### src/grr_pkg.sv
`timescale 1ns / 1ps
package grr_pkg;

  // Configuration register indexes
  localparam logic [1:0] REG_FG_COLOR   = 2'd0;
  localparam logic [1:0] REG_BG_COLOR   = 2'd1;
  localparam logic [1:0] REG_SCALE      = 2'd2;
  localparam logic [1:0] REG_FONT_WIDTH = 2'd3;

  // Input command codes
  localparam logic CMD_LOAD   = 1'b0;
  localparam logic CMD_RENDER = 1'b1;

  localparam int BYTE_BITS = 8;
  localparam int COLOR_W   = 16;
  localparam int SCALE_W   = 4;
  localparam int CFG_IDX_W = 2;

  localparam int GLYPH_COUNT_DEF    = 256;
  localparam int ROWS_PER_GLYPH_DEF = 8;
  localparam int MAX_SCALE_DEF      = 8;

  localparam logic [COLOR_W-1:0] FG_RESET    = 16'hFFFF;
  localparam logic [COLOR_W-1:0] BG_RESET    = 16'h0000;
  localparam logic [SCALE_W-1:0] SCALE_RESET = 4'd1;
  localparam logic [SCALE_W-1:0] WIDTH_RESET = 4'd8;

  // One row handed from the read stage to the pixel emitter
  typedef struct packed {
    logic                 valid;
    logic [BYTE_BITS-1:0] pattern;
    logic [COLOR_W-1:0]   on_col;
    logic [COLOR_W-1:0]   off_col;
    logic [SCALE_W-1:0]   scale;   // already clamped to 1..max
    logic [SCALE_W-1:0]   width;   // already clamped to 1..8
  } row_load_t;

  // Clamp a 4-bit field into 1..hi
  function automatic logic [SCALE_W-1:0] clamp_field(input logic [SCALE_W-1:0] v,
                                                     input logic [SCALE_W-1:0] hi);
    logic [SCALE_W-1:0] r;
    r = v;
    if (v == '0) r = SCALE_W'(1);
    else if (v > hi) r = hi;
    return r;
  endfunction

endpackage

### src/grr_pixel_emitter.sv
`timescale 1ns / 1ps
module grr_pixel_emitter #(
  parameter int MAX_SCALE = grr_pkg::MAX_SCALE_DEF
) (
  input  logic                        clk,
  input  logic                        rst_n,
  input  grr_pkg::row_load_t          ld,
  output logic                        drained,
  output logic                        out_valid,
  output logic [grr_pkg::COLOR_W-1:0] out_pixel_color,
  output logic                        out_last_pixel
);
  import grr_pkg::*;

  localparam int CNT_W = $clog2(BYTE_BITS * MAX_SCALE + 1);

  logic [CNT_W-1:0]     cnt_r, cnt_nxt;
  logic [BYTE_BITS-1:0] bits_r, bits_nxt;
  logic [SCALE_W-1:0]   rep_r, rep_nxt;
  logic [SCALE_W-1:0]   sc_r, sc_nxt;
  logic [COLOR_W-1:0]   on_r, on_nxt;
  logic [COLOR_W-1:0]   off_r, off_nxt;
  logic [CNT_W-1:0]     total;

  assign total = CNT_W'(ld.width) * CNT_W'(ld.scale);

  always_comb begin
    cnt_nxt  = cnt_r;
    bits_nxt = bits_r;
    rep_nxt  = rep_r;
    sc_nxt   = sc_r;
    on_nxt   = on_r;
    off_nxt  = off_r;
    if (ld.valid) begin
      cnt_nxt  = total;
      bits_nxt = ld.pattern;
      rep_nxt  = '0;
      sc_nxt   = ld.scale;
      on_nxt   = ld.on_col;
      off_nxt  = ld.off_col;
    end else if (cnt_r != '0) begin
      cnt_nxt = cnt_r - CNT_W'(1);
      if (rep_r == sc_r - SCALE_W'(1)) begin
        rep_nxt  = '0;
        bits_nxt = {bits_r[BYTE_BITS-2:0], 1'b0};
      end else begin
        rep_nxt = rep_r + SCALE_W'(1);
      end
    end
  end

  always_ff @(posedge clk) begin
    if (!rst_n) begin
      cnt_r <= '0;
    end else begin
      cnt_r <= cnt_nxt;
    end
  end

  // payload, no reset
  always_ff @(posedge clk) begin
    bits_r <= bits_nxt;
    rep_r  <= rep_nxt;
    sc_r   <= sc_nxt;
    on_r   <= on_nxt;
    off_r  <= off_nxt;
  end

  assign out_valid       = (cnt_r != '0);
  assign out_pixel_color = bits_r[BYTE_BITS-1] ? on_r : off_r;
  assign out_last_pixel  = (cnt_r == CNT_W'(1));
  assign drained         = (cnt_r <= CNT_W'(2));

  // a new row only lands on the last pixel of the previous one or on idle
  a_load_no_overrun: assert property (@(posedge clk) disable iff (!rst_n)
    ld.valid |-> (cnt_r <= CNT_W'(1)))
    else $error("row loaded while previous row still emitting");

  a_load_emits: assert property (@(posedge clk) disable iff (!rst_n)
    ld.valid |=> out_valid)
    else $error("loaded row produced no pixel");

  a_last_ends: assert property (@(posedge clk) disable iff (!rst_n)
    (out_valid && out_last_pixel && !ld.valid) |=> !out_valid)
    else $error("pixels continue past the last one");

  a_rep_in_range: assert property (@(posedge clk) disable iff (!rst_n)
    out_valid |-> (rep_r < sc_r))
    else $error("repeat counter outside scale");

endmodule

### config.mk
export PLATFORM = sky130hd
export DESIGN_NAME = grr_pixel_emitter
export DESIGN_NICKNAME = d
export VERILOG_FILES = /design/src/grr_pkg.sv /design/src/grr_pixel_emitter.sv
export SDC_FILE = /design/constraint.sdc
export NUM_CORES = 1
export LEC_CHECK = 0
export ABC_CLOCK_PERIOD_IN_PS = 2950
export BUFFER_PORTS_ARGS = -buffer_cell sky130_fd_sc_hd__buf_2
export CORE_ASPECT_RATIO = 1.1
export CORE_MARGIN = 5
export CORE_UTILIZATION = 40
export CTS_CLUSTER_SIZE = 14
export DETAILED_ROUTE_END_ITERATION = 10
export SYNTH_ARGS = -nofsm -noshare
export SYNTH_HDL_FRONTEND = slang
export SYNTH_SLANG_ARGS = --single-unit
export TNS_END_PERCENT = 20
### constraint.sdc
create_clock -name clk -period 2.95 [get_ports clk]
set_input_delay 0.4425 -clock clk [delete_from_list [all_inputs] [get_ports clk]]
set_output_delay 0.4425 -clock clk [all_outputs]
set_load 0.02 [all_outputs]
Word-level counts from Yosys, hierarchy flattened

Index checks and enable logic that the tools add are counted.

Output and inout port bits: 19
Word-level logic and storage cells: 24
Register bits after elaboration: 55
Input port bits: 51

Eq/ne operators: 2
Muxes and demuxes: 7
$lt $le $gt $ge: 1
Multipliers: 1
$add $sub $neg: 3
Reductions and logical operators: 4

Operators by type and width:

| operator                                                        | number |
|---|---|
| 2-to-1 mux 8 bit                                                | 3 |
| 2-to-1 mux 16 bit                                               | 1 |
| 2-to-1 mux 7 bit                                                | 2 |
| == test 7 x 1 -> 1 bit (second input constant)                  | 1 |
| less-or-equal comparator 7 x 2 -> 1 bit (second input constant) | 1 |
| multiplier 4 x 4 -> 7 bit                                       | 1 |
| nonzero test 7 bit                                              | 1 |
| subtractor 7 x 1 -> 7 bit (second input constant)               | 1 |
| adder 4 x 1 -> 4 bit (second input constant)                    | 1 |
| == test 4 bit                                                   | 1 |
| 2-to-1 mux 4 bit                                                | 1 |
| nonzero test 2 bit                                              | 2 |
| subtractor 4 x 1 -> 4 bit (second input constant)               | 1 |
| AND reduction 2 bit                                             | 1 |

Longest topological paths before layout

Word-level depth: 5
Depth in mapped cells: 10
Mapped depth without buffers: 10

Least setup slack after synthesis

No wires, ideal clock.

Kind: in2reg
Start point: input port ld[0] (netlist bit)
End point: register cnt_r[6]
Stages on the path: 10
Setup slack: 186 ps
Library setup time: 59 ps
Arrival time: 2705 ps
Cells stage by stage: nand2_1 -> fa_1 -> inv_1 -> fa_1 -> inv_1 -> fa_1 -> nand2b_1 -> o2bb2ai_1 -> o32ai_1 -> a41o_1

Longest elaborated chain between the ends: 2

RTL lines:

| element                   | RTL line                | source |
|---|---|---|
| start, declared           | grr_pixel_emitter.sv:7  | `input grr_pkg::row_load_t ld,` |
| multiplier 4 x 4 -> 7 bit | grr_pixel_emitter.sv:25 | `assign total = CNT_W'(ld.width) * CNT_W'(ld.scale);` |
| 2-to-1 mux 7 bit          | grr_pixel_emitter.sv:34 | `if (ld.valid) begin` |
| end signal, assigned      | grr_pixel_emitter.sv:56 | `cnt_r <= cnt_nxt;` |
| end, declared             | grr_pixel_emitter.sv:17 | `logic [CNT_W-1:0] cnt_r, cnt_nxt;` |

No other way between the ends.
A chain may end at the register's enable or synchronous reset.

Worst setup path in the final report

Ends and elaborated chain as after synthesis.

==> impl_results.html <==
<table>
<tr><th>Metric</th><th>Value</th></tr>
<tr><th colspan="2">Status</th></tr>
<tr><td>Result of the run</td><td>completed</td></tr>
<tr><th colspan="2">Synthesis</th></tr>
<tr><td>Fraction of the yosys area taken by sequential cells</td><td>0.572</td></tr>
<tr><td>Cell area after technology mapping</td><td>2700 um2</td></tr>
<tr><td>Number of flops mapped to enable cells by yosys</td><td>44</td></tr>
<tr><td>Post-synth net total</td><td>270</td></tr>
<tr><td>Synth unique cells</td><td>37</td></tr>
<tr><td>Register bit total from synthesis</td><td>55</td></tr>
<tr><td>Top flip-flop cell by instance count after synthesis</td><td>edfxtp_1</td></tr>
<tr><td>Mean instance size in the synthesized netlist</td><td>13.5 um2</td></tr>
<tr><td>Synth Warn #</td><td>0</td></tr>
<tr><td>Share of synthesized registers carrying an async set or reset</td><td>0</td></tr>
<tr><td>Instance count of the mapped netlist</td><td>200</td></tr>
<tr><th colspan="2">Critical path</th></tr>
<tr><td>Critical Path Start Type</td><td>input port</td></tr>
<tr><td>Worst endpoint required time</td><td>3200 ps</td></tr>
<tr><td>Signal arrival time at the worst endpoint</td><td>2900 ps</td></tr>
<tr><td>Path type of the worst setup path</td><td>in2reg</td></tr>
<tr><td>Kind of end point of the critical path</td><td>register</td></tr>
<tr><td>Critical Path Fanout Max</td><td>4</td></tr>
<tr><th colspan="2">Global route</th></tr>
<tr><td>Gr usage total</td><td>0.112</td></tr>
<tr><td>Vias in the first global route</td><td>1,634</td></tr>
<tr><td>Met2 track demand over resource</td><td>0.191</td></tr>
<tr><td>Number of antenna violations at the first check in global routing</td><td>0</td></tr>
<tr><td>Global Route met1 Usage</td><td>0.139</td></tr>
<tr><td>Remaining Overflow, GRT</td><td>0</td></tr>
<tr><td>Most used routing layer in global routing</td><td>met2</td></tr>
<tr><td>Met3 demand-to-capacity share in global routing</td><td>0.0257</td></tr>
<tr><td>First-pass GRT wire length</td><td>7450 um</td></tr>
<tr><td>Pin count of the biggest net entering global routing</td><td>33</td></tr>
<tr><th colspan="2">Timing</th></tr>
<tr><td>RSZ-0062 raised after global routing</td><td>false</td></tr>
<tr><td>Final Max Slew Viols</td><td>0</td></tr>
<tr><td>Setup Viol. Count Final</td><td>0</td></tr>
<tr><td>Hold Fails Final Rpt</td><td>0</td></tr>
<tr><td>Final Critical Period</td><td>2650 ps</td></tr>
<tr><td>Achievable clock frequency</td><td>377 MHz</td></tr>
<tr><td>Worst-case clock skew</td><td>2.92 ps</td></tr>
<tr><td>Slew Limit Headroom</td><td>0.549</td></tr>
<tr><td>Slew of the pin with the lowest slew margin</td><td>676 ps</td></tr>
<tr><td>Final worst path period share</td><td>0.898</td></tr>
<tr><td>Worst hold margin</td><td>313 ps</td></tr>
<tr><th colspan="2">Power</th></tr>
<tr><td>Leak pwr</td><td>1.39 nW</td></tr>
<tr><td>Largest voltage drop on the vdd net</td><td>0.244 mV</td></tr>
<tr><td>Sw frac</td><td>0.282</td></tr>
<tr><td>Pwr per Cell Area</td><td>573 nW/um2</td></tr>
<tr><td>Switching power of the nets</td><td>0.526 mW</td></tr>
<tr><td>Clock share of power</td><td>0.224</td></tr>
<tr><td>Combinational Power Share</td><td>0.242</td></tr>
<tr><td>Share of power burned in registers</td><td>0.533</td></tr>
<tr><td>Internal power</td><td>1.34 mW</td></tr>
<tr><td>Final Power</td><td>1.87 mW</td></tr>
<tr><th colspan="2">Place</th></tr>
<tr><td>Placed cell areas</td><td>3160 um2</td></tr>
<tr><td>Sum of net half-perimeters after detailed placement</td><td>3760 um</td></tr>
<tr><td># placed instances</td><td>351</td></tr>
<tr><td>Port Buf Inserts</td><td>69</td></tr>
<tr><td>Final Wtd Congestion</td><td>0.825</td></tr>
<tr><th colspan="2">Finish</th></tr>
<tr><td>Ratio of cells with drive above 1 in the final layout</td><td>0.383</td></tr>
<tr><td>Final layout net count</td><td>346</td></tr>
<tr><td>Most frequent standard cell in the layout excluding fill and tap cells</td><td>buf_2</td></tr>
<tr><td>Area growth, synth to finish</td><td>20.8%</td></tr>
<tr><td>Post-Layout Cell Count</td><td>359</td></tr>
<tr><td>N_diodes</td><td>0</td></tr>
<tr><td>Most used cells in the layout excluding fill and tap cells</td><td>buf_2, edfxtp_1, mux2_2</td></tr>
<tr><td>Non-Filler Cell Area, Final</td><td>3260 um2</td></tr>
<tr><td>Fin util</td><td>0.494</td></tr>
<tr><th colspan="2">Detailed routing</th></tr>
<tr><td>Initial detailed-routing violation count</td><td>72</td></tr>
<tr><td>Router iterations before antenna repair</td><td>4</td></tr>
<tr><td>Antenna-violating nets left</td><td>0</td></tr>
<tr><td>Wire per inst</td><td>13.7 um</td></tr>
<tr><td>Via Count</td><td>1,735</td></tr>
<tr><td>Total Wirelength</td><td>4920 um</td></tr>
<tr><td>DR vias/cell</td><td>4.83</td></tr>
<tr><td>Count of unresolved DRC violations after routing</td><td>0</td></tr>
<tr><th colspan="2">Clock network</th></tr>
<tr><td>Clock Sink Count</td><td>55</td></tr>
<tr><td>Clock tree from TritonCTS</td><td>yes</td></tr>
<tr><td>Buffers inserted during post-CTS setup optimization</td><td>0</td></tr>
<tr><td>Depth of the CTS H-tree</td><td>2</td></tr>
<tr><td>Hold-fix buffer count after cts</td><td>0</td></tr>
<tr><td>Quantity of gates resized following cts</td><td>0</td></tr>
<tr><td>Clock tree root driver cell</td><td>clkbuf_8</td></tr>
<tr><td>Max Root-Sink Buffers</td><td>2</td></tr>
<tr><td>Clk pin slew, worst setup/hold paths</td><td>90 ps</td></tr>
<tr><td>Clock latency on the worst-skew pair</td><td>300 ps</td></tr>
<tr><td>Clock buffers created by TritonCTS</td><td>5</td></tr>
<tr><th colspan="2">Floorplan</th></tr>
<tr><td>Core Rows</td><td>31</td></tr>
<tr><td>Total core area</td><td>6590 um2</td></tr>
<tr><td>Effective utilization at floorplan</td><td>0.409</td></tr>
<tr><td>Area enclosed by the die boundary</td><td>8480 um2</td></tr>
<tr><td>Die outline width</td><td>88.3 um</td></tr>
<tr><td>Top-level I/O count</td><td>70</td></tr>
<tr><td>DIE HEIGHT</td><td>96.1 um</td></tr>
<tr><th colspan="2">Min path</th></tr>
<tr><td>Hold/Removal Path Class</td><td>in2reg</td></tr>
<tr><th colspan="2">Flow run</th></tr>
<tr><td>Number of max-capacitance violations reported</td><td>0</td></tr>
</table>
-- cells by family (layout without fill, tap and decap cells) --
logic type	Yosys count	after routing	share of synthesized area
flip-flops	55	55	0.572
adder cells (fa/ha/maj)	19	19	0.0994
AND/OR/NAND/NOR	47	47	0.0975
XOR/XNOR	14	14	0.0506
buffers and inverters	19	96	0.0265
AO/OA/AOI/OAI	23	23	0.0580
multiplexers	23	23	0.0961
-- per-layer routing --
layer  wire length (um)  vias up  part of all wire
met2               2470       41              0.50
li1                   -      877                 -
met5                  0        -                 0
met3                303        4             0.062
met1               2090      813              0.42
met4                 54        0             0.011
-- cells in the mapped netlist, types with 2 or more instances --
cell | count | area (um2)
a21oi_1 | 8 | 40.0
and2_1 | 9 | 56.3
clkbuf_1 | 4 | 15.0
dfxtp_1 | 11 | 220
edfxtp_1 | 44 | 1320
fa_1 | 4 | 80.1
ha_1 | 15 | 188
inv_1 | 14 | 52.6
mux2_2 | 23 | 259
nand2_1 | 13 | 48.8
nand2b_1 | 3 | 18.8
nand3_1 | 3 | 15.0
nor2_1 | 4 | 15.0
nor3_1 | 6 | 30.0
nor4b_1 | 2 | 17.5
o21ai_0 | 3 | 15.0
or3_1 | 3 | 18.8
xnor2_1 | 8 | 70.1
xor2_1 | 5 | 43.8
-- final cells by class --
cell class	count	area, um2
Timing Repair Buffer	74	383
Multi-Input combinational cell	126	1080
Sequential cell	55	1540
Fill cell	614	3340
Clock inverter	1	8.76
Clock buffer	7	86.3
Inverter	14	52.6
Tap cell	82	103
-- final timing paths --
| check | slack (ps) | to | cells past startpoint | from |
|---|---|---|---|---|
| max | 300 | cnt_r[6] | 11 | ld[0] |
| min | 310 | off_r[5] | 1 | ld[13] |
| max reg2reg | 660 | bits_r[6] | 6 | cnt_r[0] |
| min reg2reg | 530 | rep_r[1] | 2 | rep_r[1] |
-- stage by stage --
stage	setup slack (ps)	TNS, ps
final	300	0
after floorplan	186	0
after global routing	193	0
after global placement	32.5	0
after CTS	301	0
after detailed placement	-10.9	-10.9
-- critical path, cell delays in order --
cell	delay (ps)
buf_2	100
nand2_1	70
fa_1	530
inv_1	60
fa_1	550
inv_1	60
fa_1	430
nand2b_1	160
o2bb2ai_1	140
o32ai_1	220
a41o_1	120
-- registers in the layout (all words and copies together), names as in the netlist --
register and flops:
off_r 16, on_r 16, bits_r 8, cnt_r 7, rep_r 4, sc_r 4
-- power groups by stage --
stage / clock [mW] / combinational [mW] / sequential, mW
5_1_grt: 0.479 / 0.503 / 1.01
2_1_floorplan: 0 / 0.335 / 0.983
4_1_cts: 0.443 / 0.460 / 0.996
3_3_place_gp: 0 / 0.452 / 1.01
6_report: 0.419 / 0.452 / 0.995
3_5_place_dp: 0 / 0.458 / 1.01
Note: power is estimated with default switching activity, not from simulation.
